$ cat config.mk
export PLATFORM = sky130hd
export DESIGN_NAME = plob_ctrl
export DESIGN_NICKNAME = d
export VERILOG_FILES = /design/src/plob_pkg.sv /design/src/plob_ctrl.sv
export VERILOG_INCLUDE_DIRS = /design/src /design/src/src
export SDC_FILE = /design/constraint.sdc
export NUM_CORES = 1
export LEC_CHECK = 0
export BUFFER_PORTS_ARGS = -buffer_cell sky130_fd_sc_hd__buf_2
export CAP_MARGIN = 20
export CORE_AREA = 2 2 39 41
export DETAILED_ROUTE_END_ITERATION = 6
export DIE_AREA = 0 0 41 43
export PLACE_DENSITY = 0.66
export SLEW_MARGIN = 15
export SYNTH_ARGS = -nofsm -noshare
export SYNTH_HDL_FRONTEND = slang
export SYNTH_SLANG_ARGS = --single-unit
$ cat constraint.sdc
create_clock -name i_clk -period 2.7 [get_ports i_clk]
set_clock_uncertainty 0.1 [all_clocks]
set_input_delay 0.405 -clock i_clk [delete_from_list [all_inputs] [get_ports i_clk]]
set_output_delay 0.405 -clock i_clk [all_outputs]
set_load 0.02 [all_outputs]
$ cat src/price_level_order_book_core_assert.svh
`ifndef PRICE_LEVEL_ORDER_BOOK_CORE_ASSERT_SVH
`define PRICE_LEVEL_ORDER_BOOK_CORE_ASSERT_SVH

// same-cycle implication
`define PLOB_ASSERT_NOW(lbl, clk, rst_n, ante, cons) \
    lbl: assert property (@(posedge clk) disable iff (!rst_n) (ante) |-> (cons)) \
        else $error("assertion failed");

// next-cycle implication
`define PLOB_ASSERT_NEXT(lbl, clk, rst_n, ante, cons) \
    lbl: assert property (@(posedge clk) disable iff (!rst_n) (ante) |=> (cons)) \
        else $error("assertion failed");

`endif

$ cat src/plob_pkg.sv
package plob_pkg;

    localparam logic [1:0] REQ_ADD = 2'd0;
    localparam logic [1:0] REQ_MOD = 2'd1;
    localparam logic [1:0] REQ_DEL = 2'd2;

    localparam logic [1:0] ST_DONE    = 2'd0;
    localparam logic [1:0] ST_UNKNOWN = 2'd1;
    localparam logic [1:0] ST_DUP     = 2'd2;
    localparam logic [1:0] ST_FULL    = 2'd3;

    typedef struct packed {
        logic        used;
        logic [31:0] key;
        logic        side;
        logic [31:0] price;
        logic [31:0] volume;
    } t_order;

    typedef struct packed {
        logic        [31:0] price;
        logic signed [39:0] volume;
    } t_level;

    typedef struct packed {
        logic clear;
        logic accept;
        logic oscan;
        logic lscan;
        logic write;
        logic bscan;
        logic load_out;
    } t_cmd;

    typedef struct packed {
        logic clear_done;
        logic scan_done;
        logic out_free;
    } t_sts;

    // saturating add into the 40-bit signed level range
    function automatic logic signed [39:0] f_sat(input logic signed [39:0] lv,
                                                 input logic signed [33:0] d);
        logic signed [41:0] s;
        logic signed [39:0] r;
        s = $signed({{2{lv[39]}}, lv}) + $signed({{8{d[33]}}, d});
        if (s[41:39] == 3'b000 || s[41:39] == 3'b111) begin
            r = s[39:0];
        end else if (s[41]) begin
            r = {1'b1, 39'd0};
        end else begin
            r = {1'b0, {39{1'b1}}};
        end
        return r;
    endfunction

endpackage

$ cat src/plob_ctrl.sv
`include "price_level_order_book_core_assert.svh"

module plob_ctrl (
    input  logic          i_clk,
    input  logic          i_rst_n,
    input  logic          i_in_valid,
    input  plob_pkg::t_sts i_sts,
    output plob_pkg::t_cmd o_cmd,
    output logic          o_in_stall
);

    typedef enum logic [6:0] {
        S_CLEAR = 7'b0000001,
        S_IDLE  = 7'b0000010,
        S_OSCAN = 7'b0000100,
        S_LSCAN = 7'b0001000,
        S_WRITE = 7'b0010000,
        S_BSCAN = 7'b0100000,
        S_DONE  = 7'b1000000
    } t_state;

    t_state r_state;
    t_state n_state;

    always_ff @(posedge i_clk) begin
        if (!i_rst_n) begin
            r_state <= S_CLEAR;
        end else begin
            r_state <= n_state;
        end
    end

    always_comb begin
        n_state = r_state;
        o_cmd   = '0;
        unique case (r_state)
            S_CLEAR: begin
                o_cmd.clear = 1'b1;
                if (i_sts.clear_done) n_state = S_IDLE;
            end
            S_IDLE: begin
                if (i_in_valid) begin
                    o_cmd.accept = 1'b1;
                    n_state      = S_OSCAN;
                end
            end
            S_OSCAN: begin
                o_cmd.oscan = 1'b1;
                if (i_sts.scan_done) n_state = S_LSCAN;
            end
            S_LSCAN: begin
                o_cmd.lscan = 1'b1;
                if (i_sts.scan_done) n_state = S_WRITE;
            end
            S_WRITE: begin
                o_cmd.write = 1'b1;
                n_state     = S_BSCAN;
            end
            S_BSCAN: begin
                o_cmd.bscan = 1'b1;
                if (i_sts.scan_done) n_state = S_DONE;
            end
            S_DONE: begin
                if (i_sts.out_free) begin
                    o_cmd.load_out = 1'b1;
                    n_state        = S_IDLE;
                end
            end
            default: n_state = S_CLEAR;
        endcase
    end

    assign o_in_stall = (r_state != S_IDLE);

    `PLOB_ASSERT_NEXT(a_accept_scan, i_clk, i_rst_n, r_state == S_IDLE && i_in_valid, r_state == S_OSCAN)
    `PLOB_ASSERT_NOW(a_load_free, i_clk, i_rst_n, o_cmd.load_out, i_sts.out_free)
    `PLOB_ASSERT_NEXT(a_lscan_write, i_clk, i_rst_n, r_state == S_LSCAN && i_sts.scan_done, r_state == S_WRITE)

endmodule

==> results of run 1 <==
## cells in the mapped netlist (all sizes together), types with 4 or more instances
library cell / number
inv: 5
buf: 4
nor2: 4
dfxtp: 7
## worst max-delay path, delay by kind of cell, from the launching register on
kind | cells | cell delay (ns)
buf+inv | 1 | 0.22
flops | 1 | 0.42
simple gates | 2 | 0.91
## cells in the final DEF (no fill, tap or decap)
master and n:
nor4_1 2, clkbuf_4 3, or4_4 1, nand4b_1 1
nor4_2 1, o2111a_1 1, and4_1 1, nor4b_4 2
nand2_1 3, nor3_1 1, and4b_1 1, o211ai_1 3
buf_2 13, o211a_1 1, mux2i_1 1, o2111ai_1 1
nor4b_2 1, nand4_1 3, o21ai_0 2, a31o_1 1
o2bb2ai_1 1, nand3_1 2, xor2_1 3, nor3b_1 3
dfxtp_1 7, o31ai_1 3, a21oi_1 3, and3_1 1
clkbuf_1 1, nor2_1 4, inv_1 5
## through the flow
step                utilization (%)  instances
finish                         46.2         92
global route                   46.2         92
detailed placement             44.3         88
global placement               44.3         88
CTS                            46.2         92
floorplan                         -         65
## power groups by stage
stage	clock [W]	combinational [W]	sequential (W)
finish	0.0000915	0.000174	0.000154
global route	0.000104	0.000190	0.000158
CTS	0.0000936	0.000174	0.000153
detailed placement	0	0.000173	0.000155
global placement	0	0.000175	0.000154
floorplan	0	0.000157	0.000130
## final timing paths
| path | from | depth (start not counted) | to | slack, ns |
|---|---|---|---|---|
| setup / recovery | r_state[6]$_SDFFE_PN0P_ | 3 | o_cmd[3] | 0.40 |
| hold / removal | i_rst_n | 2 | r_state[2]$_SDFFE_PN0P_ | 0.35 |
| setup reg to reg | r_state[2]$_SDFFE_PN0P_ | 4 | r_state[1]$_SDFFE_PN0P_ | 0.84 |
| hold reg to reg | r_state[1]$_SDFFE_PN0P_ | 2 | r_state[1]$_SDFFE_PN0P_ | 0.48 |
## layer usage
metal	vias up	share of wire, %	GRT usage [%]
met4	0	0.93	6.00
li1	272	-	-
met2	16	47	25.9
met1	244	47	24.3
met5	-	0	0
met3	2	5.6	5.24
## layout make-up
type | count | share of cell area (%)
clock buffers | 4 | 4.11
inverters | 5 | 2.94
multi-input cells | 47 | 57.7
flip-flops and latches | 7 | 21.9
well taps | 16 | 3.13
repair buffers | 13 | 10.2
## kinds of logic after synthesis
group	synth area share, %
AOI/OAI and AO/OA	21.2
buffers and inverters	8.33
muxes	1.80
and+or+nand+nor	38.7
DFF	25.2
xor gates and xnor gates	4.73
==> metrics.md, run 1 <==
| Metric | Value |
|---|---|
| Final Wtd Congestion | `between 0.9 and 1` |
| Worst-margin pin slew | `approximately 0.6 ns` |
| DP Area | `about 600 sq um` |
| Post-CTS Hold Buffers | `0` |
| WL/cell | `14.0 microns` |
| Sequential share of the synthesized area | `25.2%` |
| Share of cells above drive strength 1 | `between 20 and 30%` |
| Fmax | `about 430 MHz` |
| CP max FO | `11` |
| Final std cell area, no fill | `639 sq um` |
| Post-CTS Setup Inserts | `0` |
| Fraction of power spent switching nets | `40.9%` |
| Top Registers | `r_state: 7 flops` |
| Tmin final | `approximately 2.3 ns` |
| Worst vdd ir | `~0.37 mV` |
| Largest Register | `r_state` |
| Dpl hpwl | `approximately 1000 microns` |
| Final Max Tran Viols | `0` |
| Post-synth ARST share | `0%` |
| RSZ-0062 raised after global routing | `no` |
| Initial Util | `between 40% and 50%` |
| Max-cap viol count | `0` |
| Die area | `roughly 0.0018 sq mm` |
| Power per cell area | `approximately 660 mW/mm^2` |
| Reg clk slew, reported paths | `0.05 ns` |
| WP data required | `between 2 and 2.5 ns` |
| Area of the multi-input gates | `369 sq um` |
| Rows | `14` |
| Status | `completed` |
| Crit-path cells | `or4_4 -> nor4b_2 -> buf_2` |
| Overflow left after global routing | `0` |
| Fill count | `between 100 and 150` |
| N_diodes | `0` |
| Synth Flop Type | `dfxtp_1` |
| Total number of vias | `534` |
| CTS tree | `built` |
| IO buf count | `13` |
| Layout area overhead | `15.1%` |
| Root buffer cell | `clkbuf_4` |
| Antenna-violating nets left | `0` |
| DRC | `0` |
| CP max stage delay | `around 0.6 ns` |
| Synthesized area | `roughly 560 sq um` |
| Net Count, Synth | `71` |
| Yosys warning total | `0` |
| Synth top area share | `25.2%` |
| Final Setup Violations | `0` |
| P_leak | `0.284 nW` |
| Clk pwr share | `between 20% and 30%` |
| Clock sinks | `7` |
| Synth Register Bits | `7` |
| CP Capture Type | `output pin` |
| Synth top area cells | `dfxtp_1, nor4b_4, xor2_1` |
| Relative slew slack | `approximately three fifths` |
| Nets@finish | `83` |
| Flip-flop and latch area | `~140 sq um` |
| Largest net degree at the start of global routing | `12` |
| Post-synth EDFFs | `0` |
| CP max-delay cell | `or4_4` |
| PnR worst setup slack | `just under 0.4 ns` |
| Setup TNS Final | `0 ns` |
| Max FFs per register | `7` |
| Hold Vio Cnt, Final | `0` |
| Sequential Power Share | `36.7%` |
| Inserted Clock Buffers | `3` |
| Post-CTS sizing | `0` |
| Critical Path Start Type | `register` |
| Core area | `around 0.0014 sq mm` |
| CTS Buffer Depth | `2` |
| Yosys top cell by area | `dfxtp_1` |
| Total Routing Usage GR | `between 10% and 20%` |
| Number of global-route vias before repair | `476` |
| H-tree levels | `1` |
| Internal power | `~0.00025 W` |
| Final period util | `~85%` |
| Min-delay worst type | `input pin to register` |
| Crit path DAT | `1.80 ns` |
| Yosys cell types | `30` |
| Synthesized area per cell | `around 8.5 sq um` |
| Crit Path Class | `register to output pin` |
| Worst skew pair latency | `about 0.25 ns` |
| First DRT Iteration DRCs | `13` |
| Die height | `43 microns` |
| Hold_ws | `approximately 0.35 ns` |
| Die Wd | `approximately 41 microns` |
| First-pass GRT wire length | `~2200 microns` |
| Pwr Total | `0.000420 W` |
| Initial antenna violation count | `0` |
| I/O pin cnt | `14` |
| Comb power frac | `between 40 and 50%` |
| Routed vias/inst | `~5.8` |
| Routed Wire Length | `~1300 microns` |
| Net Switching | `0.000172 W` |
| Worst slack, placed | `between 0.6 and 0.7 ns` |
| Drt first pass iters | `6` |
| Cells after synthesis | `65` |
(Power assumes the default switching activity.)
==> run 2, diff against run 1 <==
- GPL_TIMING_DRIVEN: default -> 0
==> metrics.md, run 2 (synthesis results as in run 1) <==
| Metric | Value |
|---|---|
| Initial antenna violation count | `0` |
| Critical Path Start Type | `register` |
| WP data required | `approximately 2.2 ns` |
| Max-cap viol count | `0` |
| IO buf count | `13` |
| Crit-path cells | `buf_2 -> or4_4 -> nor4b_4 -> buf_2` |
| Hold Vio Cnt, Final | `0` |
| DRC | `0` |
| First DRT Iteration DRCs | `13` |
| CTS tree | `built` |
| Crit path DAT | `approximately 1.8 ns` |
| Max FFs per register | `7` |
| Overflow left after global routing | `0` |
| Drt first pass iters | `4` |
| Largest Register | `r_state` |
| Antenna-violating nets left | `0` |
| Min-delay worst type | `input pin to register` |
| RSZ-0062 raised after global routing | `no` |
| Comb power frac | `46.3%` |
| Tmin final | `~2.3 ns` |
| Layout area overhead | `20.0%` |
| Critical Path Most Common Cell | `buf_2` |
| PnR worst setup slack | `0.440 ns` |
| Hold_ws | `approximately 0.35 ns` |
| Status | `completed` |
| WL/cell | `between 10 and 15 microns` |
| Fmax | `~440 MHz` |
| Crit Path Class | `register to output pin` |
| Final Max Tran Viols | `0` |
| Clk pwr share | `a little under a quarter` |
| Number of global-route vias before repair | `a little over 500` |
| Post-CTS sizing | `0` |
| Sequential Power Share | `between 30% and 40%` |
| Power per cell area | `644 mW/mm^2` |
| Worst slack, placed | `between 0.6 and 0.7 ns` |
| Dpl hpwl | `960 microns` |
| Die Wd | `around 41 microns` |
| Inserted Clock Buffers | `3` |
| Worst-margin pin slew | `between 0.5 and 0.6 ns` |
| Routed Wire Length | `around 1300 microns` |
| I/O pin cnt | `14` |
| Root buffer cell | `clkbuf_4` |
| Worst vdd ir | `approximately 0.44 mV` |
| Final Wtd Congestion | `between 0.8 and 0.9` |
| Fraction of power spent switching nets | `between 40% and 50%` |
| Total number of vias | `roughly 560` |
| Reg clk slew, reported paths | `0.05 ns` |
| Clock sinks | `7` |
| Die height | `43 microns` |
| First-pass GRT wire length | `about 2100 microns` |
| Relative slew slack | `between 60% and 70%` |
| Core area | `between 0.001 and 0.0015 sq mm` |
| P_leak | `approximately 0.31 nW` |
| Pwr Total | `about 0.00043 W` |
| Total Routing Usage GR | `between 10% and 20%` |
| Largest net degree at the start of global routing | `11` |
| Commonest non-fill, non-tap cell in the layout | `buf_2` |
| Final Setup Violations | `0` |
| Commonest non-fill, non-tap cells in the layout | `buf_2, dfxtp_1, inv_1` |
| CP max FO | `8` |
| CP Capture Type | `output pin` |
| Post-CTS Hold Buffers | `0` |
| Die area | `about 0.0018 sq mm` |
| N_diodes | `0` |
| CTS Buffer Depth | `2` |
| Share of cells above drive strength 1 | `a little under a third` |
| Final period util | `roughly 84%` |
| Nets@finish | `89` |
| CP max stage delay | `0.54 ns` |
| Layout Cells excl Fill | `98` |
| Internal power | `about 0.00025 W` |
| Worst skew pair latency | `approximately 0.26 ns` |
| Routed vias/inst | `5.69` |
| Placed insts | `94` |
| Top Registers | `r_state: 7 flops` |
| H-tree levels | `1` |
| Post-CTS Setup Inserts | `0` |
| Rows | `14` |
| Initial Util | `~40%` |
| CP max-delay cell | `or4_4` |
| Net Switching | `0.000178 W` |
| Setup TNS Final | `0 ns` |
run 2: cell types whose count changed in the layout (fill, tap and decap cells not counted), sizes merged:
cell,change
clkbuf,+2
buf,+4
run 2: worst paths after layout:
path | from | endpoint | slack (ns) | cells after the start
worst min register to register | r_state[1]$_SDFFE_PN0P_ | r_state[1]$_SDFFE_PN0P_ | 0.46 | 2
worst min-delay path | i_rst_n | r_state[2]$_SDFFE_PN0P_ | 0.35 | 2
worst max register to register | r_state[6]$_SDFFE_PN0P_ | r_state[1]$_SDFFE_PN0P_ | 0.87 | 5
worst max-delay path | r_state[4]$_SDFFE_PN0P_ | o_cmd[1] | 0.44 | 4
run 2: routing by layer:
metal / GRT usage [%] / vias up / part of all wire, %
met4: 8.00 / 0 / 1.3
met3: 3.66 / 4 / 5.0
met5: 0 / - / 0
met1: 22.9 / 254 / 48
li1: - / 286 / -
met2: 26.9 / 14 / 45
run 2: power by group through the flow:
stage | Combinational [W] | Sequential (W) | Clock (W)
floorplan | 0.000157 | 0.000130 | 0
global placement | 0.000195 | 0.000134 | 0
detailed placement | 0.000198 | 0.000134 | 0
CTS | 0.000198 | 0.000132 | 0.0000997
global route | 0.000217 | 0.000134 | 0.000104
finish | 0.000199 | 0.000132 | 0.0000990
run 2: area by class of cell:
cell class	instances	area, sq um
Tap cell	16	20.0
Sequential cell	7	140
Fill cell	140	717
Clock buffer	4	26.3
Multi-Input combinational cell	47	369
Inverter	5	18.8
Buffer	6	27.5
Timing Repair Buffer	13	65.1
run 2: per-stage QoR:
stage | instance area [sq um] | utilization (%)
floorplan | 556 | -
global placement | 641 | 46.3
detailed placement | 641 | 46.3
CTS | 667 | 48.2
global route | 667 | 48.2
finish | 667 | 48.2
run 2: critical path: cells and delay by family, from the launching register on:
kind	cells	cell delay (ns)
AND/OR/NAND/NOR	2	0.84
flip-flops	1	0.29
buffers and inverters	2	0.37
==> run 3, diff against run 2 <==
- ABC_AREA: default -> 1
- PLACE_DENSITY: 0.66 -> 0.64
- clock period: 2.7 -> 1.8 ns (I/O delays scaled with it)
==> metrics.md, run 3 <==
| Metric | Value |
|---|---|
| Status | `completed` |
| IO buf count | `13` |
| Post-synth ARST share | `0%` |
| Post-CTS sizing | `0` |
| Core area | `~0.0014 sq mm` |
| N_diodes | `0` |
| Worst-margin pin slew | `0.231 ns` |
| Cells after synthesis | `79` |
| Critical Path Most Common Cell | `inv_1` |
| Nets@finish | `103` |
| Reg clk slew, reported paths | `around 0.060 ns` |
| RSZ-0062 raised after global routing | `no` |
| Worst skew pair latency | `~0.25 ns` |
| Min-delay worst type | `input pin to register` |
| Share of cells above drive strength 1 | `between 30% and 40%` |
| Worst vdd ir | `0.487 mV` |
| Initial Util | `36.3%` |
| Routed vias/inst | `~4.4` |
| Number of global-route vias before repair | `419` |
| Max-cap viol count | `0` |
| CP Capture Type | `output pin` |
| I/O pin cnt | `14` |
| Relative slew slack | `84.6%` |
| Drt first pass iters | `4` |
| Dpl hpwl | `approximately 800 microns` |
| Net Count, Synth | `85` |
| CP max-delay cell | `dfxtp_1` |
| Overflow left after global routing | `0` |
| Fmax | `around 600 MHz` |
| Inserted Clock Buffers | `3` |
| Die area | `around 0.0018 sq mm` |
| Final Max Tran Viols | `0` |
| CTS Buffer Depth | `2` |
| Placed insts | `108` |
| Crit-path cells | `inv_1 -> nand2_2 -> nor2_2 -> nand4_1 -> inv_1 -> buf_2` |
| Tmin final | `between 1.5 and 2 ns` |
| Die height | `roughly 43 microns` |
| Die Wd | `between 40 and 50 microns` |
| Reg2Reg Capture Point | `r_state[5]$_SDFFE_PN0P_` |
| Synth Flop Type | `dfxtp_1` |
| M1 WL | `~420 microns` |
| Synthesized area | `around 500 sq um` |
| Yosys warning total | `0` |
| Final period util | `a little over nine tenths` |
| WP data required | `1.43 ns` |
| Critical Path Start Type | `register` |
| Synth top area share | `between 20% and 30%` |
| Antenna-violating nets left | `0` |
| Comb power frac | `roughly 52%` |
| Layout area overhead | `22.2%` |
| Reg2reg start | `r_state[2]$_SDFFE_PN0P_` |
| Largest Register | `r_state` |
| Post-synth EDFFs | `0` |
| CP max stage delay | `0.31 ns` |
| DRC | `0` |
| Crit path DAT | `1.32 ns` |
| Clock sinks | `7` |
| Critical Path Sink | `o_cmd[2]` |
| Worst slack, placed | `~0.37 ns` |
| Synthesized area per cell | `between 6 and 7 sq um` |
| H-tree levels | `1` |
| Met2 WL | `between 500 and 600 microns` |
| Top Registers | `r_state: 7 flops` |
| R2R depth | `10` |
| Largest net degree at the start of global routing | `7` |
| Hold Vio Cnt, Final | `0` |
| Rows | `14` |
| Post-CTS Setup Inserts | `0` |
| Max FFs per register | `7` |
| CP max FO | `4` |
| Final Wtd Congestion | `0.808` |
| Synth Register Bits | `7` |
| Commonest non-fill, non-tap cell in the layout | `inv_1` |
| Power per cell area | `approximately 1300 mW/mm^2` |
| Highest Signal Layer | `met4` |
| Sequential Power Share | `between 20% and 30%` |
| Routed Wire Length | `roughly 1000 microns` |
| Top cells by count, synth | `inv_1, nand2_1, nor2_1` |
| Fraction of power spent switching nets | `between 40 and 50%` |
| Internal power | `about 0.00042 W` |
| Count leader, synth | `inv_1` |
| Setup TNS Final | `0 ns` |
| WL met3 | `around 24 microns` |
| Synth top area cells | `dfxtp_1, inv_1, nand2_2` |
| Commonest non-fill, non-tap cells in the layout | `inv_1, nand2_1, buf_2` |
| Fill count | `roughly 160` |
| WL/cell | `a little under 9 microns` |
| Final Setup Violations | `0` |
| R2R Setup Slk | `about 0.42 ns` |
| Root buffer cell | `clkbuf_4` |
| Layout Cells excl Fill | `112` |
| CTS tree | `built` |
| Sequential share of the synthesized area | `between 20 and 30%` |
| Worst setup startpoint | `r_state[2]$_SDFFE_PN0P_` |
| P_leak | `around 0.37 nW` |
| Post-CTS Hold Buffers | `0` |
| Total number of vias | `between 400 and 500` |
| Yosys cell types | `15` |
| First-pass GRT wire length | `approximately 1600 microns` |
| PnR worst setup slack | `approximately 0.11 ns` |
| Initial antenna violation count | `0` |
| Net Switching | `0.000351 W` |
| First DRT Iteration DRCs | `5` |
| Total Routing Usage GR | `between 10% and 20%` |
| Crit Path Class | `register to output pin` |
| Clk pwr share | `about a fifth` |
| Yosys top cell by area | `dfxtp_1` |
[run 3: cell count changes after synthesis, moves of 4 or more]
cell	change
nor2_1	+6
inv_1	+11
buf_2	-4
nand2_1	+10
nand2_2	+8
nand3_1	+4
[run 3: critical path: cells and delay by family (launching register included)]
kind | cells | cell delay [ns]
and+or+nand+nor | 3 | 0.42
DFF | 1 | 0.31
buffers and inverters | 3 | 0.33
[run 3: per-layer routing]
layer | track usage, % | up-vias
met2 | 20.9 | 6
met3 | 3.14 | 4
li1 | - | 273
met5 | 0 | -
met1 | 15.4 | 214
met4 | 10.0 | 0
[run 3: stage by stage]
step | area (sq um) | utilization [%] | hold WS [ns] | total power, W
6_report | 613 | 44.3 | 0.153 | 0.000770
5_1_grt | 613 | 44.3 | 0.158 | 0.000843
4_1_cts | 613 | 44.3 | 0.147 | 0.000780
3_5_place_dp | 587 | 42.4 | 0.404 | 0.000629
3_3_place_gp | 587 | 42.4 | 0.404 | 0.000623
2_1_floorplan | 502 | - | 0.254 | 0.000545
[run 3: kinds of logic after synthesis]
family	Yosys count	synth area share, %
simple gates	50	54.6
buf+inv	18	13.5
flops	7	27.9
compound gates	4	3.99
[run 3: layout make-up]
type / instances / area [sq um] / share of cell area (%)
flip-flops and latches: 7 / 140 / 22.9
clock buffers: 4 / 26.3 / 4.29
repair buffers: 13 / 65.1 / 10.6
multi-input cells: 54 / 294 / 48.0
well taps: 16 / 20.0 / 3.27
inverters: 18 / 67.6 / 11.0
[run 3: power by group through the flow]
| stage | clock (W) | combinational, W | sequential, W |
|---|---|---|---|
| 3_3_place_gp | 0 | 0.000402 | 0.000222 |
| 6_report | 0.000148 | 0.000404 | 0.000218 |
| 5_1_grt | 0.000166 | 0.000452 | 0.000224 |
| 2_1_floorplan | 0 | 0.000329 | 0.000216 |
| 4_1_cts | 0.000153 | 0.000408 | 0.000219 |
| 3_5_place_dp | 0 | 0.000406 | 0.000223 |
[run 3: worst min path at each step]
stage | start | slack, ns | depth (start not counted) | end
finish | i_rst_n | 0.15 | 2 | r_state[0]$_SDFFE_PN1P_
global route | i_rst_n | 0.16 | 2 | r_state[0]$_SDFFE_PN1P_
CTS | i_rst_n | 0.15 | 2 | r_state[0]$_SDFFE_PN1P_
detailed placement | r_state[1]$_SDFFE_PN0P_ | 0.40 | 2 | r_state[1]$_SDFFE_PN0P_
global placement | r_state[1]$_SDFFE_PN0P_ | 0.40 | 2 | r_state[1]$_SDFFE_PN0P_
floorplan | i_rst_n | 0.25 | 1 | r_state[0]$_SDFFE_PN1P_
